`config.mk`:
```
export PLATFORM = sky130hd
export DESIGN_NAME = gregorian_date_stepper_core
export DESIGN_NICKNAME = d
export VERILOG_FILES = /design/src/hdl/gds_pkg.sv /design/src/hdl/gds_step_unit.sv /design/src/hdl/gregorian_date_stepper_core.sv
export VERILOG_INCLUDE_DIRS = /design/src /design/src/hdl
export SDC_FILE = /design/constraint.sdc
export NUM_CORES = 1
export LEC_CHECK = 0
export BUFFER_PORTS_ARGS = -buffer_cell sky130_fd_sc_hd__buf_2
export CAP_MARGIN = 20
export CORE_UTILIZATION = 45
export CTS_BUF_LIST = sky130_fd_sc_hd__clkbuf_8
export CTS_CLUSTER_DIAMETER = 100
export DETAILED_ROUTE_END_ITERATION = 6
export PLACE_DENSITY_LB_ADDON = 0.25
export SYNTH_ARGS = -nofsm -noshare
export SYNTH_HDL_FRONTEND = slang
export SYNTH_SLANG_ARGS = --single-unit
```
`constraint.sdc`:
```
create_clock -name clock -period 7.5 [get_ports clock]
set_input_delay 2.25 -clock clock [delete_from_list [all_inputs] [get_ports clock]]
set_output_delay 2.25 -clock clock [all_outputs]
set_load 0.01 [all_outputs]
```
`src/hdl/assert_macros.svh`:
```
// Assertion macros used by the RTL core of the date stepper.
`ifndef ASSERT_MACROS_SVH
`define ASSERT_MACROS_SVH

// Same-cycle implication, disabled while reset is high.
`define ASSERT_IMPLIES(label, clk, rst, ante, cons) \
   label: assert property (@(posedge clk) disable iff (rst) (ante) |-> (cons)) \
      else $error("assertion failed");

// Next-cycle implication, disabled while reset is high.
`define ASSERT_NEXT(label, clk, rst, ante, cons) \
   label: assert property (@(posedge clk) disable iff (rst) (ante) |=> (cons)) \
      else $error("assertion failed");

`endif

```
`src/hdl/gds_pkg.sv`:
```
package gds_pkg;

   localparam logic [13:0] YEAR_MAX    = 14'd9999;
   localparam logic [3:0]  MONTH_JAN   = 4'd1;
   localparam logic [3:0]  MONTH_FEB   = 4'd2;
   localparam logic [3:0]  MONTH_DEC   = 4'd12;
   localparam logic [4:0]  DAYS_WEEK   = 5'd7;
   localparam logic [6:0]  REM_LAST    = 7'd99;

   // Command codes.
   localparam logic [2:0] CMD_NEXT_DAY  = 3'd0;
   localparam logic [2:0] CMD_PREV_DAY  = 3'd1;
   localparam logic [2:0] CMD_NEXT_WEEK = 3'd2;
   localparam logic [2:0] CMD_PREV_WEEK = 3'd3;
   localparam logic [2:0] CMD_TERM_BACK = 3'd4;

   typedef struct packed {
      logic [13:0] y;
      logic [3:0]  m;
      logic [4:0]  d;
   } date_type;

   // Year split into centuries and the remainder within the century.
   typedef struct packed {
      logic [7:0] q;
      logic [6:0] r;
   } cent_type;

   typedef struct packed {
      logic backward;
      logic week;
   } step_ctl_type;

   typedef struct packed {
      date_type date;
      cent_type cent;
      logic     fail;
   } step_res_type;

   function automatic logic is_leap(input cent_type c);
      is_leap = (c.r[1:0] == 2'b00) && ((c.r != 7'd0) || (c.q[1:0] == 2'b00));
   endfunction

   function automatic logic [4:0] month_len(input logic [3:0] m, input logic leap);
      case (m) inside
         MONTH_FEB:                  month_len = leap ? 5'd29 : 5'd28;
         4'd4, 4'd6, 4'd9, 4'd11:    month_len = 5'd30;
         default:                    month_len = 5'd31;
      endcase
   endfunction

endpackage

```
`src/hdl/gds_step_unit.sv`:
```
// One calendar step of one day or one week, forwards or backwards.
module gds_step_unit (
   input  gds_pkg::date_type     cur,
   input  gds_pkg::cent_type     cent,
   input  gds_pkg::step_ctl_type ctl,
   output gds_pkg::step_res_type res
);

   logic       leap;
   logic [4:0] n;
   logic [4:0] len_cur;
   logic [4:0] len_prev;
   logic [5:0] sum;

   always_comb begin
      leap     = gds_pkg::is_leap(cent);
      n        = ctl.week ? gds_pkg::DAYS_WEEK : 5'd1;
      len_cur  = gds_pkg::month_len(cur.m, leap);
      len_prev = gds_pkg::month_len(cur.m - 4'd1, leap);
      sum      = {1'b0, cur.d} + {1'b0, n};
      res.date = cur;
      res.cent = cent;
      res.fail = 1'b0;
      if (!ctl.backward) begin
         if (sum > {1'b0, len_cur}) begin
            res.date.d = 5'(sum - {1'b0, len_cur});
            if (cur.m == gds_pkg::MONTH_DEC) begin
               if (cur.y >= gds_pkg::YEAR_MAX) begin
                  res.fail = 1'b1;
               end
               res.date.y = cur.y + 14'd1;
               res.date.m = gds_pkg::MONTH_JAN;
               if (cent.r == gds_pkg::REM_LAST) begin
                  res.cent.r = 7'd0;
                  res.cent.q = cent.q + 8'd1;
               end else begin
                  res.cent.r = cent.r + 7'd1;
               end
            end else begin
               res.date.m = cur.m + 4'd1;
            end
         end else begin
            res.date.d = sum[4:0];
         end
      end else begin
         if (cur.d <= n) begin
            if (cur.m == gds_pkg::MONTH_JAN) begin
               // December always has 31 days, whatever the year.
               if (cur.y == 14'd0) begin
                  res.fail = 1'b1;
               end
               res.date.y = cur.y - 14'd1;
               res.date.m = gds_pkg::MONTH_DEC;
               res.date.d = 5'(6'd31 + {1'b0, cur.d} - {1'b0, n});
               if (cent.r == 7'd0) begin
                  res.cent.r = gds_pkg::REM_LAST;
                  res.cent.q = cent.q - 8'd1;
               end else begin
                  res.cent.r = cent.r - 7'd1;
               end
            end else begin
               res.date.m = cur.m - 4'd1;
               res.date.d = 5'({1'b0, len_prev} + {1'b0, cur.d} - {1'b0, n});
            end
         end else begin
            res.date.d = cur.d - n;
         end
      end
   end

endmodule

```
`src/hdl/gregorian_date_stepper_core.sv`:
```
// Gregorian date stepper.
// A transaction is offered on the req_ ports with start high and is taken at a rising
// edge where busy is low. It carries a date, a command (next or previous day, next or
// previous week, or back week_count-1 weeks) and a week count. The answer appears on the
// rsp_ ports for exactly one cycle, marked by rsp_valid; the receiver cannot stall it.
// busy stays high from acceptance until the result is shown, so at most one
// transaction is in flight. A single step unit moves the date by one day or one
// week per cycle; a valid day or week command takes one step and the term command
// up to MAX_WEEKS-1 steps. Before stepping, the sequencer splits the year into
// centuries (ST_SPLIT) and checks the input date (ST_CHECK). A new transaction may
// be taken in the cycle that shows a result. An invalid date, an unused command or
// a year leaving 0..9999 gives back the input date with rsp_range_error set.
// Synchronous reset returns the sequencer to idle and clears rsp_valid; the other
// registers are not reset, and each transaction reloads those that it uses.
`include "assert_macros.svh"

module gregorian_date_stepper_core #(
   parameter int MAX_WEEKS = 63
) (
   input  logic        clock,
   input  logic        reset,
   input  logic        start,
   output logic        busy,
   input  logic [2:0]  req_command,
   input  logic [13:0] req_year,
   input  logic [3:0]  req_month,
   input  logic [4:0]  req_day,
   input  logic [5:0]  req_week_count,
   output logic        rsp_valid,
   output logic [13:0] rsp_out_year,
   output logic [3:0]  rsp_out_month,
   output logic [4:0]  rsp_out_day,
   output logic        rsp_range_error
);

   localparam int CW = $clog2(MAX_WEEKS + 1);

   // Reciprocal of 100 scaled by 2^19; exact for every 14-bit year.
   localparam logic [26:0] RECIP_100 = 27'd5243;

   localparam logic [1:0] ST_IDLE  = 2'd0;
   localparam logic [1:0] ST_SPLIT = 2'd1;
   localparam logic [1:0] ST_CHECK = 2'd2;
   localparam logic [1:0] ST_STEP  = 2'd3;

   logic [1:0]            state_ff, state_in;
   gds_pkg::date_type     src_ff, src_in;
   gds_pkg::date_type     work_ff, work_in;
   gds_pkg::cent_type     cent_ff, cent_in;
   logic [2:0]            cmd_ff, cmd_in;
   logic [CW-1:0]         weeks_ff, weeks_in;
   logic [CW-1:0]         cnt_ff, cnt_in;
   logic                  rsp_valid_ff, rsp_valid_in;
   gds_pkg::date_type     rsp_date_ff, rsp_date_in;
   logic                  rsp_err_ff, rsp_err_in;

   gds_pkg::step_ctl_type ctl;
   gds_pkg::step_res_type step_res;
   logic [26:0]           q_prod;
   logic [14:0]           hundreds;
   logic [7:0]            weeks_sat;
   logic                  date_ok;
   logic [CW-1:0]         steps;

   gds_step_unit u_step (
      .cur  (work_ff),
      .cent (cent_ff),
      .ctl  (ctl),
      .res  (step_res)
   );

   always_comb begin
      // Direction and step size follow from the command alone.
      ctl.backward = (cmd_ff == gds_pkg::CMD_PREV_DAY) || (cmd_ff == gds_pkg::CMD_PREV_WEEK)
                     || (cmd_ff == gds_pkg::CMD_TERM_BACK);
      ctl.week     = (cmd_ff == gds_pkg::CMD_NEXT_WEEK) || (cmd_ff == gds_pkg::CMD_PREV_WEEK)
                     || (cmd_ff == gds_pkg::CMD_TERM_BACK);

      q_prod    = 27'(req_year) * RECIP_100;
      hundreds  = 15'({cent_ff.q, 6'b0}) + 15'({cent_ff.q, 5'b0}) + 15'({cent_ff.q, 2'b0});
      weeks_sat = ({2'b00, req_week_count} > 8'(MAX_WEEKS)) ? 8'(MAX_WEEKS)
                                                            : {2'b00, req_week_count};

      date_ok = (src_ff.y <= gds_pkg::YEAR_MAX) && (src_ff.m >= gds_pkg::MONTH_JAN)
                && (src_ff.m <= gds_pkg::MONTH_DEC) && (src_ff.d != 5'd0)
                && (src_ff.d <= gds_pkg::month_len(src_ff.m, gds_pkg::is_leap(cent_ff)))
                && (cmd_ff <= gds_pkg::CMD_TERM_BACK);

      if (cmd_ff == gds_pkg::CMD_TERM_BACK) begin
         steps = (weeks_ff <= CW'(1)) ? '0 : weeks_ff - CW'(1);
      end else begin
         steps = CW'(1);
      end

      state_in     = state_ff;
      src_in       = src_ff;
      work_in      = work_ff;
      cent_in      = cent_ff;
      cmd_in       = cmd_ff;
      weeks_in     = weeks_ff;
      cnt_in       = cnt_ff;
      rsp_valid_in = 1'b0;
      rsp_date_in  = rsp_date_ff;
      rsp_err_in   = rsp_err_ff;

      unique case (state_ff)
         ST_IDLE: begin
            if (start) begin
               src_in.y  = req_year;
               src_in.m  = req_month;
               src_in.d  = req_day;
               cmd_in    = req_command;
               weeks_in  = weeks_sat[CW-1:0];
               cent_in.q = q_prod[26:19];
               state_in  = ST_SPLIT;
            end
         end
         ST_SPLIT: begin
            // Remainder of the year within its century.
            cent_in.r = 7'(15'(src_ff.y) - hundreds);
            work_in   = src_ff;
            state_in  = ST_CHECK;
         end
         ST_CHECK: begin
            if (!date_ok || steps == '0) begin
               rsp_valid_in = 1'b1;
               rsp_date_in  = src_ff;
               rsp_err_in   = !date_ok;
               state_in     = ST_IDLE;
            end else begin
               cnt_in   = steps;
               state_in = ST_STEP;
            end
         end
         ST_STEP: begin
            work_in = step_res.date;
            cent_in = step_res.cent;
            cnt_in  = cnt_ff - CW'(1);
            if (step_res.fail) begin
               // The whole transaction is refused as soon as the year leaves range.
               rsp_valid_in = 1'b1;
               rsp_date_in  = src_ff;
               rsp_err_in   = 1'b1;
               state_in     = ST_IDLE;
            end else if (cnt_ff == CW'(1)) begin
               rsp_valid_in = 1'b1;
               rsp_date_in  = step_res.date;
               rsp_err_in   = 1'b0;
               state_in     = ST_IDLE;
            end
         end
         default: begin
            state_in = ST_IDLE;
         end
      endcase
   end

   always_ff @(posedge clock) begin
      if (reset) begin
         state_ff     <= ST_IDLE;
         rsp_valid_ff <= 1'b0;
      end else begin
         state_ff     <= state_in;
         rsp_valid_ff <= rsp_valid_in;
      end
   end

   always_ff @(posedge clock) begin
      src_ff      <= src_in;
      work_ff     <= work_in;
      cent_ff     <= cent_in;
      cmd_ff      <= cmd_in;
      weeks_ff    <= weeks_in;
      cnt_ff      <= cnt_in;
      rsp_date_ff <= rsp_date_in;
      rsp_err_ff  <= rsp_err_in;
   end

   assign busy            = (state_ff != ST_IDLE);
   assign rsp_valid       = rsp_valid_ff;
   assign rsp_out_year    = rsp_date_ff.y;
   assign rsp_out_month   = rsp_date_ff.m;
   assign rsp_out_day     = rsp_date_ff.d;
   assign rsp_range_error = rsp_err_ff;

   // An accepted transaction always occupies the block in the following cycle.
   `ASSERT_NEXT(a_accept_busy, clock, reset, start && !busy, busy)
   // A result only follows a cycle in which the sequencer was working.
   `ASSERT_NEXT(a_rsp_after_work, clock, reset, !busy, !rsp_valid)
   // A refused transaction returns the stored source date unchanged.
   `ASSERT_IMPLIES(a_err_src, clock, reset, rsp_valid && rsp_range_error,
                   rsp_date_ff == src_ff)
   // While stepping, the remaining step count is never zero.
   `ASSERT_IMPLIES(a_step_cnt, clock, reset, state_ff == ST_STEP, cnt_ff != '0)
   // A successful result always carries a real month.
   `ASSERT_IMPLIES(a_month_ok, clock, reset, rsp_valid && !rsp_range_error,
                   rsp_out_month >= gds_pkg::MONTH_JAN && rsp_out_month <= gds_pkg::MONTH_DEC)

endmodule

```
Word level (Yosys, flattened, before mapping)
Cells that the tools add are included.

cells by class
  add/sub/neg operators = 20
  multiplexer cells = 52
  multipliers = 1
  order comparisons = 9
  reduce and logical (&&, ||, !) cells = 34
  equality and inequality tests = 36

operators with widths
  operator                                                               count
  23-bit one-hot mux with 2 select lines                                 2
  23-bit 2-to-1 mux                                                      3
  16-bit 2-to-1 mux                                                      4
  39-bit 2-to-1 mux                                                      1
  18-bit 2-to-1 mux                                                      2
  4-bit == test, second input constant                                   7
  14-bit 2-to-1 mux                                                      2
  14-bit by 13-bit multiplier with 27-bit output, second input constant  1
  5-bit 2-to-1 mux                                                       5
  4-bit by 3-bit == test with 1-bit output, second input constant        6
  8-bit 2-to-1 mux                                                       3
  5-bit subtractor                                                       4
  6-bit 2-to-1 mux                                                       3
  8-bit one-hot mux with 2 select lines                                  1
  14-bit by 1-bit adder with 14-bit output, second input constant        1
  7-bit adder                                                            2
  14-bit >= comparator, second input constant                            1
  14-bit less-or-equal comparator, second input constant                 1
  14-bit logical NOT                                                     1
  7-bit 2-to-1 mux                                                       2
  7-bit one-hot mux with 2 select lines                                  1
  14-bit by 1-bit subtractor with 14-bit output, second input constant   1
  4-bit by 2-bit == test with 1-bit output, second input constant        3
  1-bit 2-to-1 mux                                                       12
  49 further kinds                                                       83

word-level totals
  output and inout port bits = 26
  input port bits = 35
  bits in registers = 103

Longest topological paths before layout
Gate-level depths: netlist of run 1.

  depth in word-level cells = 13
  mapped depth = 17

Hierarchy
Synthesis of run 1 repeated with hierarchy kept, for this count alone.

unflattened totals
  cell total of the unflattened synthesis = 1137
  area total of the unflattened synthesis = 10595.2 um^2

by module, submodules not included
  module                       area each (um^2)  times used  cells an instance
  gregorian_date_stepper_core  8177.8            1           798
  gds_step_unit                2417.3            1           339

Least setup slack after synthesis of run 1
No wires, ideal clock.

  kind = in2reg
  start = input port req_year[8]
  end = register cent_ff[11] (netlist bit), data pin
  data required time = 7.326 ns
  path slack = 1.159 ns
  buffers on the path = 0
  arrival = 6.166 ns
  setup time = 0.174 ns
  stages on the path = 14
  cell sequence = fa_1 -> ha_1 -> fa_1 -> fa_1 -> inv_1 -> fa_1 -> inv_1 -> ha_1 -> a211oi_1 -> a211oi_1 -> o211ai_1 -> o221ai_1 -> mux2_2 -> a311oi_1

RTL lines
  what                  line                                source
  start, declared       gregorian_date_stepper_core.sv:25   input logic [13:0] req_year,
  end signal, assigned  gregorian_date_stepper_core.sv:171  cent_ff <= cent_in;
  end, declared         gregorian_date_stepper_core.sv:49   gds_pkg::cent_type cent_ff, cent_in;

==> impl_metrics.json, run 1 <==
{
  "clk_latency_ns": 0.40,
  "hold_viol": 0,
  "gr-total-overflow": 0,
  "hp-start": "state_ff[0]",
  "synth_cell_types": 83,
  "grt_usage_pct": 23.24,
  "worstReg2RegEnd": "rsp_out_year[0]",
  "numCtsBuffers": 9,
  "relSlewSlack_pct": 43.02,
  "ant_nets": 0,
  "yosysMostFrequentCell": "inv_1",
  "yosysTopAreaCell": "edfxtp_1",
  "crit_required_ns": 7.63,
  "final_cells": 1436,
  "drv_cap": 0,
  "vias": 8250,
  "antenna_found_initial": 0,
  "hold_path.class": "reg2reg",
  "total_power_mw": 4.136,
  "synth_common_cells": "174 x inv_1, 131 x ha_1, 97 x edfxtp_1, 69 x fa_1, 55 x o21ai_0",
  "placedCellCount": 1420,
  "routed_wl_mm": 26.53,
  "synth_edf_count": 97,
  "holdPathStages": 2,
  "wire_per_inst_um": 18.47,
  "vdd_drop_max_v": 0.0001959,
  "min_period_ns": 6.385,
  "hold-path-endpoint": "state_ff[0]",
  "cts_resized": 0,
  "placeableCoreArea_mm2": 0.02278,
  "synth_seq_cells": 100,
  "gp_congestion": 0.9538,
  "setup.worst_path.start": "req_year[8]",
  "p_per_area_mw_per_mm2": 364.6,
  "io_pins": 61,
  "fmax_mhz": 156.6,
  "setup_viol": 0,
  "grt_first_pass_wirelength_mm": 43.43,
  "area_growth_pct": 7.981,
  "async_flop_share_pct": 0,
  "hpwl_mm": 21.08,
  "end_kind": "register",
  "yosysSeqAreaShare_pct": 28.30,
  "die-area_mm2": 0.02396,
  "diodes": 0,
  "ys_dominant_reg_cell": "edfxtp_1",
  "nFillCells": 2098,
  "final-seq-area_mm2": 0.002973,
  "ctsHoldBuffers": 0,
  "cellLeakagePower_nw": 4.776,
  "nets": 1353,
  "clkSinkCount": 100,
  "ff2ff_path_depth": 18,
  "slew_viol_final": 0,
  "portBuffers": 60,
  "cp.arrival_ns": 6.52,
  "rsz0062_at_grt": "false",
  "cts_tree": "yes",
  "fin_tns_setup_ns": 0,
  "cts_setup_buffers": 0,
  "firstDrtPassIters": 5,
  "grt_max_degree": 50,
  "drcViolationCount": 0,
  "grt_pass1_vias": 8144,
  "tightest_slew_ns": 0.8332,
  "r2r_slack_ns": 1.90,
  "core.rowCount": 55,
  "drive_gt1_share_pct": 10.95,
  "drtIter0Drc": 566,
  "pre_cts_slack_ns": 0.6682,
  "outcome": "complete, no violations",
  "synth_warnings": 0,
  "cts.root.buffer_cell": "clkbuf_8",
  "multi_input_area_mm2": 0.006719,
  "synth.top_cell.area_share_pct": 27.73,
  "netlist_instances": 1075,
  "path_class": "in2reg",
  "yosys-top-cells-area": "edfxtp_1 28%, ha_1 16%, fa_1 13%, inv_1 6.2%, xnor2_1 2.8%",
  "path_clk_slew_ns": 0.12,
  "finClkSkew_ns": 0.01497,
  "clock_path_buffers": 2,
  "fin_hold_ws_ns": 0.5482,
  "timing.rr.start": "cent_ff[0]",
  "cts_max_level": 3,
  "cp_max_fo": 7,
  "fp.dieW_um": 154.8,
  "start_kind": "input port",
  "syn_area_mm2": 0.01050,
  "synth.net_count": 1310,
  "syn_area_per_cell_um2": 9.771,
  "finalWorstSetupSlack_ns": 1.115,
  "start_util_pct": 46.11,
  "min_period_over_period_pct": 85.13,
  "via_per_inst": 5.745,
  "fp.dieH_um": 154.8
}
worst max-delay path, cell delays in order:
cell      delay, ns
buf_2          0.17
fa_1           0.49
ha_1           0.33
fa_1           0.47
fa_1           0.54
inv_1          0.05
fa_1           0.53
inv_1          0.04
ha_1           0.29
a211oi_1       0.37
nand2b_1       0.14
a31oi_1        0.23
o21ai_0        0.18
a211oi_1       0.34
o31ai_1        0.09
worst max-delay path by stage:
stage,end,slack (ns)
finish,cent_ff[10],1.12
detailed placement,cent_ff[10],0.67
global route,cent_ff[11],0.90
CTS,cent_ff[10],1.10
global placement,cent_ff[10],0.78
floorplan,cent_ff[11],1.16
kinds of logic after synthesis:
group	after synthesis	share of synthesized area [%]
xor gates and xnor gates	46	3.836
and+or+nand+nor	245	12.72
muxes	28	2.930
DFF	100	28.30
buffers and inverters	216	7.921
adders and majority gates	200	28.76
AOI/OAI and AO/OA	240	15.53
state kept, by name, indices dropped and copies added, names as in the netlist, 4 cells and up:
name / cells
rsp_out_month: 4
work_ff: 23
rsp_out_day: 5
cent_ff: 12
rsp_out_year: 14
weeks_ff: 6
cnt_ff: 6
src_ff: 23
cells in the final DEF, fill, tap and decap left out, types with 14 or more instances in the layout:
cell type / netlist / layout
inv_1: 174 / 174
ha_1: 131 / 130
edfxtp_1: 97 / 97
fa_1: 69 / 69
buf_2: 7 / 60
o21ai_0: 55 / 55
nor2_1: 50 / 50
nand2_1: 47 / 47
a21oi_1: 41 / 41
xnor2_1: 33 / 33
nor3_1: 25 / 25
nand3_1: 23 / 23
o31ai_1: 19 / 19
a31oi_1: 17 / 17
mux2_2: 15 / 15
a211oi_1: 14 / 14
o211ai_1: 14 / 14
where the power goes:
group | switching (mW) | total [mW] | internal, mW | leakage (nW)
combinational | 1.58 | 2.64 | 1.06 | 3.74
sequential | 0.242 | 1.13 | 0.892 | 0.933
clock | 0.225 | 0.358 | 0.133 | 0.0994
total | 2.05 | 4.14 | 2.09 | 4.78
metal layers:
layer  up-vias  share of wire [%]  GRT usage (%)
met1      4036                 47          32.53
met4         0                1.6          5.941
li1       3951                  -              -
met2       233                 47          37.77
met5         -                  0              0
met3        30                4.8          3.334
through the flow:
stage	instance area, µm²	util (%)
2_1_floorplan	10500	-
3_3_place_gp	11140	48.90
3_5_place_dp	11140	48.90
4_1_cts	11340	49.79
5_1_grt	11340	49.79
6_report	11340	49.79
final cells by class:
cell class / count / share of cell area, %
multi-input combinational: 759 / 59.24
sequential: 100 / 26.21
inverter: 175 / 5.792
timing repair buffer: 73 / 3.508
tap: 313 / 3.453
clock buffer: 9 / 1.092
clock inverter: 7 / 0.7060
No activity file was read; power rests on OpenSTA's default activity.
==> run 2: changes to the inputs <==
--- a/config.mk
+++ b/config.mk
@@ -15,4 +15,5 @@
 export PLACE_DENSITY_LB_ADDON = 0.25
 export SYNTH_ARGS = -nofsm -noshare
 export SYNTH_HDL_FRONTEND = slang
+export SYNTH_HIERARCHICAL = 1
 export SYNTH_SLANG_ARGS = --single-unit
==> run 2 against run 1 <==
Against the previous run: non-clock buffer count down 3; first-iteration DRC count down 29%; sequential share of layout area up 1.2 points; clock skew down 0.0049 ns; sequential cell count unchanged; highest routed layer unchanged; total power down 33%; combinational power down 38%; routed wire length down 8.9%; worst hold slack better by 0.040 ns; setup slack better by 0.17 ns.
==> impl_metrics.json, run 2 <==
{
  "syn_area_per_cell_um2": 9.391,
  "crit_chain": "buf_2, ha_1, fa_1, fa_1, fa_1, inv_1, fa_1, inv_1, ha_1, nand3_1, nor2_1, nand4_1, a31oi_1, mux2i_1, nor2_1",
  "outcome": "complete, no violations",
  "total_power_mw": 2.763,
  "min_period_over_period_pct": 82.87,
  "antenna_found_initial": 0,
  "vias": 7689,
  "hold_viol": 0,
  "hold_path.class": "reg2reg",
  "cts.root.buffer_cell": "clkbuf_8",
  "portBuffers": 60,
  "min_period_ns": 6.216,
  "fp.dieH_um": 151.7,
  "routed_wl_mm": 24.17,
  "timing.rr.start": "cent_ff[0]",
  "grt_usage_pct": 21.94,
  "placeableCoreArea_mm2": 0.02189,
  "hp-start": "state_ff[1]",
  "core.rowCount": 54,
  "clk_latency_ns": 0.38,
  "synth_warnings": 6,
  "cts_tree": "yes",
  "ant_nets": 0,
  "clkSinkCount": 100,
  "numCtsBuffers": 9,
  "ctsHoldBuffers": 0,
  "drive_gt1_share_pct": 9.689,
  "fin_tns_setup_ns": 0,
  "path_class": "in2reg",
  "via_per_inst": 5.473,
  "cpLargestDelayFamily": "adder cells",
  "path_buf_inv": 3,
  "cellLeakagePower_nw": 4.856,
  "grt_pass1_vias": 7395,
  "gp_congestion": 0.8678,
  "cp_common_cell": "fa_1",
  "clock_path_buffers": 2,
  "relSlewSlack_pct": 44.72,
  "hpwl_mm": 19.23,
  "finClkSkew_ns": 0.01006,
  "cp_slowest_cell": "fa_1",
  "drcViolationCount": 0,
  "drtIter0Drc": 401,
  "nets": 1354,
  "drv_cap": 0,
  "syn_area_mm2": 0.01009,
  "wire_per_inst_um": 17.20,
  "cp.arrival_ns": 6.36,
  "slew_viol_final": 0,
  "gr-total-overflow": 0,
  "die-area_mm2": 0.02302,
  "cpPeakStageDelay_ns": 0.58,
  "cts_setup_buffers": 0,
  "fmax_mhz": 160.9,
  "grt_first_pass_wirelength_mm": 38.38,
  "netlist_instances": 1074,
  "grt_max_degree": 50,
  "final-seq-area_mm2": 0.002973,
  "crit_required_ns": 7.65,
  "setup_viol": 0,
  "io_pins": 61,
  "mostFrequentLayoutCells": "166 x nand2_1, 165 x inv_1, 131 x ha_1, 97 x edfxtp_1, 68 x fa_1",
  "synth.net_count": 1308,
  "end_kind": "register",
  "setup.worst_path.start": "req_year[11]",
  "tightest_slew_ns": 0.8291,
  "cp_max_fo": 8,
  "rsz0062_at_grt": "false",
  "path_clk_slew_ns": 0.11,
  "multi_input_area_mm2": 0.006354,
  "nFillCells": 2107,
  "fp.dieW_um": 151.7,
  "vdd_drop_max_v": 0.0001863,
  "cts_resized": 0,
  "finalWorstSetupSlack_ns": 1.284,
  "cts_max_level": 3,
  "layout.cells.most_common": "nand2_1",
  "start_util_pct": 46.07,
  "pre_cts_slack_ns": 0.8879,
  "p_per_area_mw_per_mm2": 254.6,
  "firstDrtPassIters": 5,
  "diodes": 0,
  "fin_hold_ws_ns": 0.5882,
  "start_kind": "input port",
  "area_growth_pct": 7.604
}
[run 2: tightest hold or removal path, stage by stage (launching register included)]
cell     delay, ns
dfxtp_1       0.38
nand2_1       0.10
a31oi_1       0.08
[run 2: worst paths after layout]
check,endpoint,slack [ns],depth (start not counted)
max,cent_ff[11],1.28,15
min,state_ff[1],0.59,2
max reg2reg,rsp_out_year[0],2.13,16
min reg2reg,state_ff[1],0.59,2
[run 2: metal layers]
| metal | wire length, µm | global-route usage [%] | vias to the layer above | part of all wire, % |
|---|---|---|---|---|
| met3 | 1289 | 3.683 | 22 | 5.3 |
| met1 | 10940 | 29.61 | 3678 | 45 |
| li1 | - | - | 3782 | - |
| met2 | 11540 | 36.02 | 207 | 48 |
| met4 | 408 | 6.337 | 0 | 1.7 |
| met5 | 0 | 0 | - | 0 |
[run 2: cell type report]
type | count | area share (%)
tap | 280 | 3.228
clock buffer | 9 | 1.141
inverter | 165 | 5.707
sequential | 100 | 27.39
multi-input combinational | 774 | 58.54
timing repair buffer | 70 | 3.459
clock inverter | 7 | 0.5303
[run 2: stage by stage]
stage	cells	util [%]	area, µm²
after floorplan	1074	-	10090
after global placement	1389	48.75	10670
after detailed placement	1389	48.75	10670
after CTS	1405	49.58	10850
after global routing	1405	49.58	10850
final	1405	49.58	10850
[run 2: report_power, final]
group	total, mW	internal (mW)	switching [mW]
clock network	0.340	0.126	0.214
logic	1.64	0.687	0.953
registers	0.783	0.706	0.0771
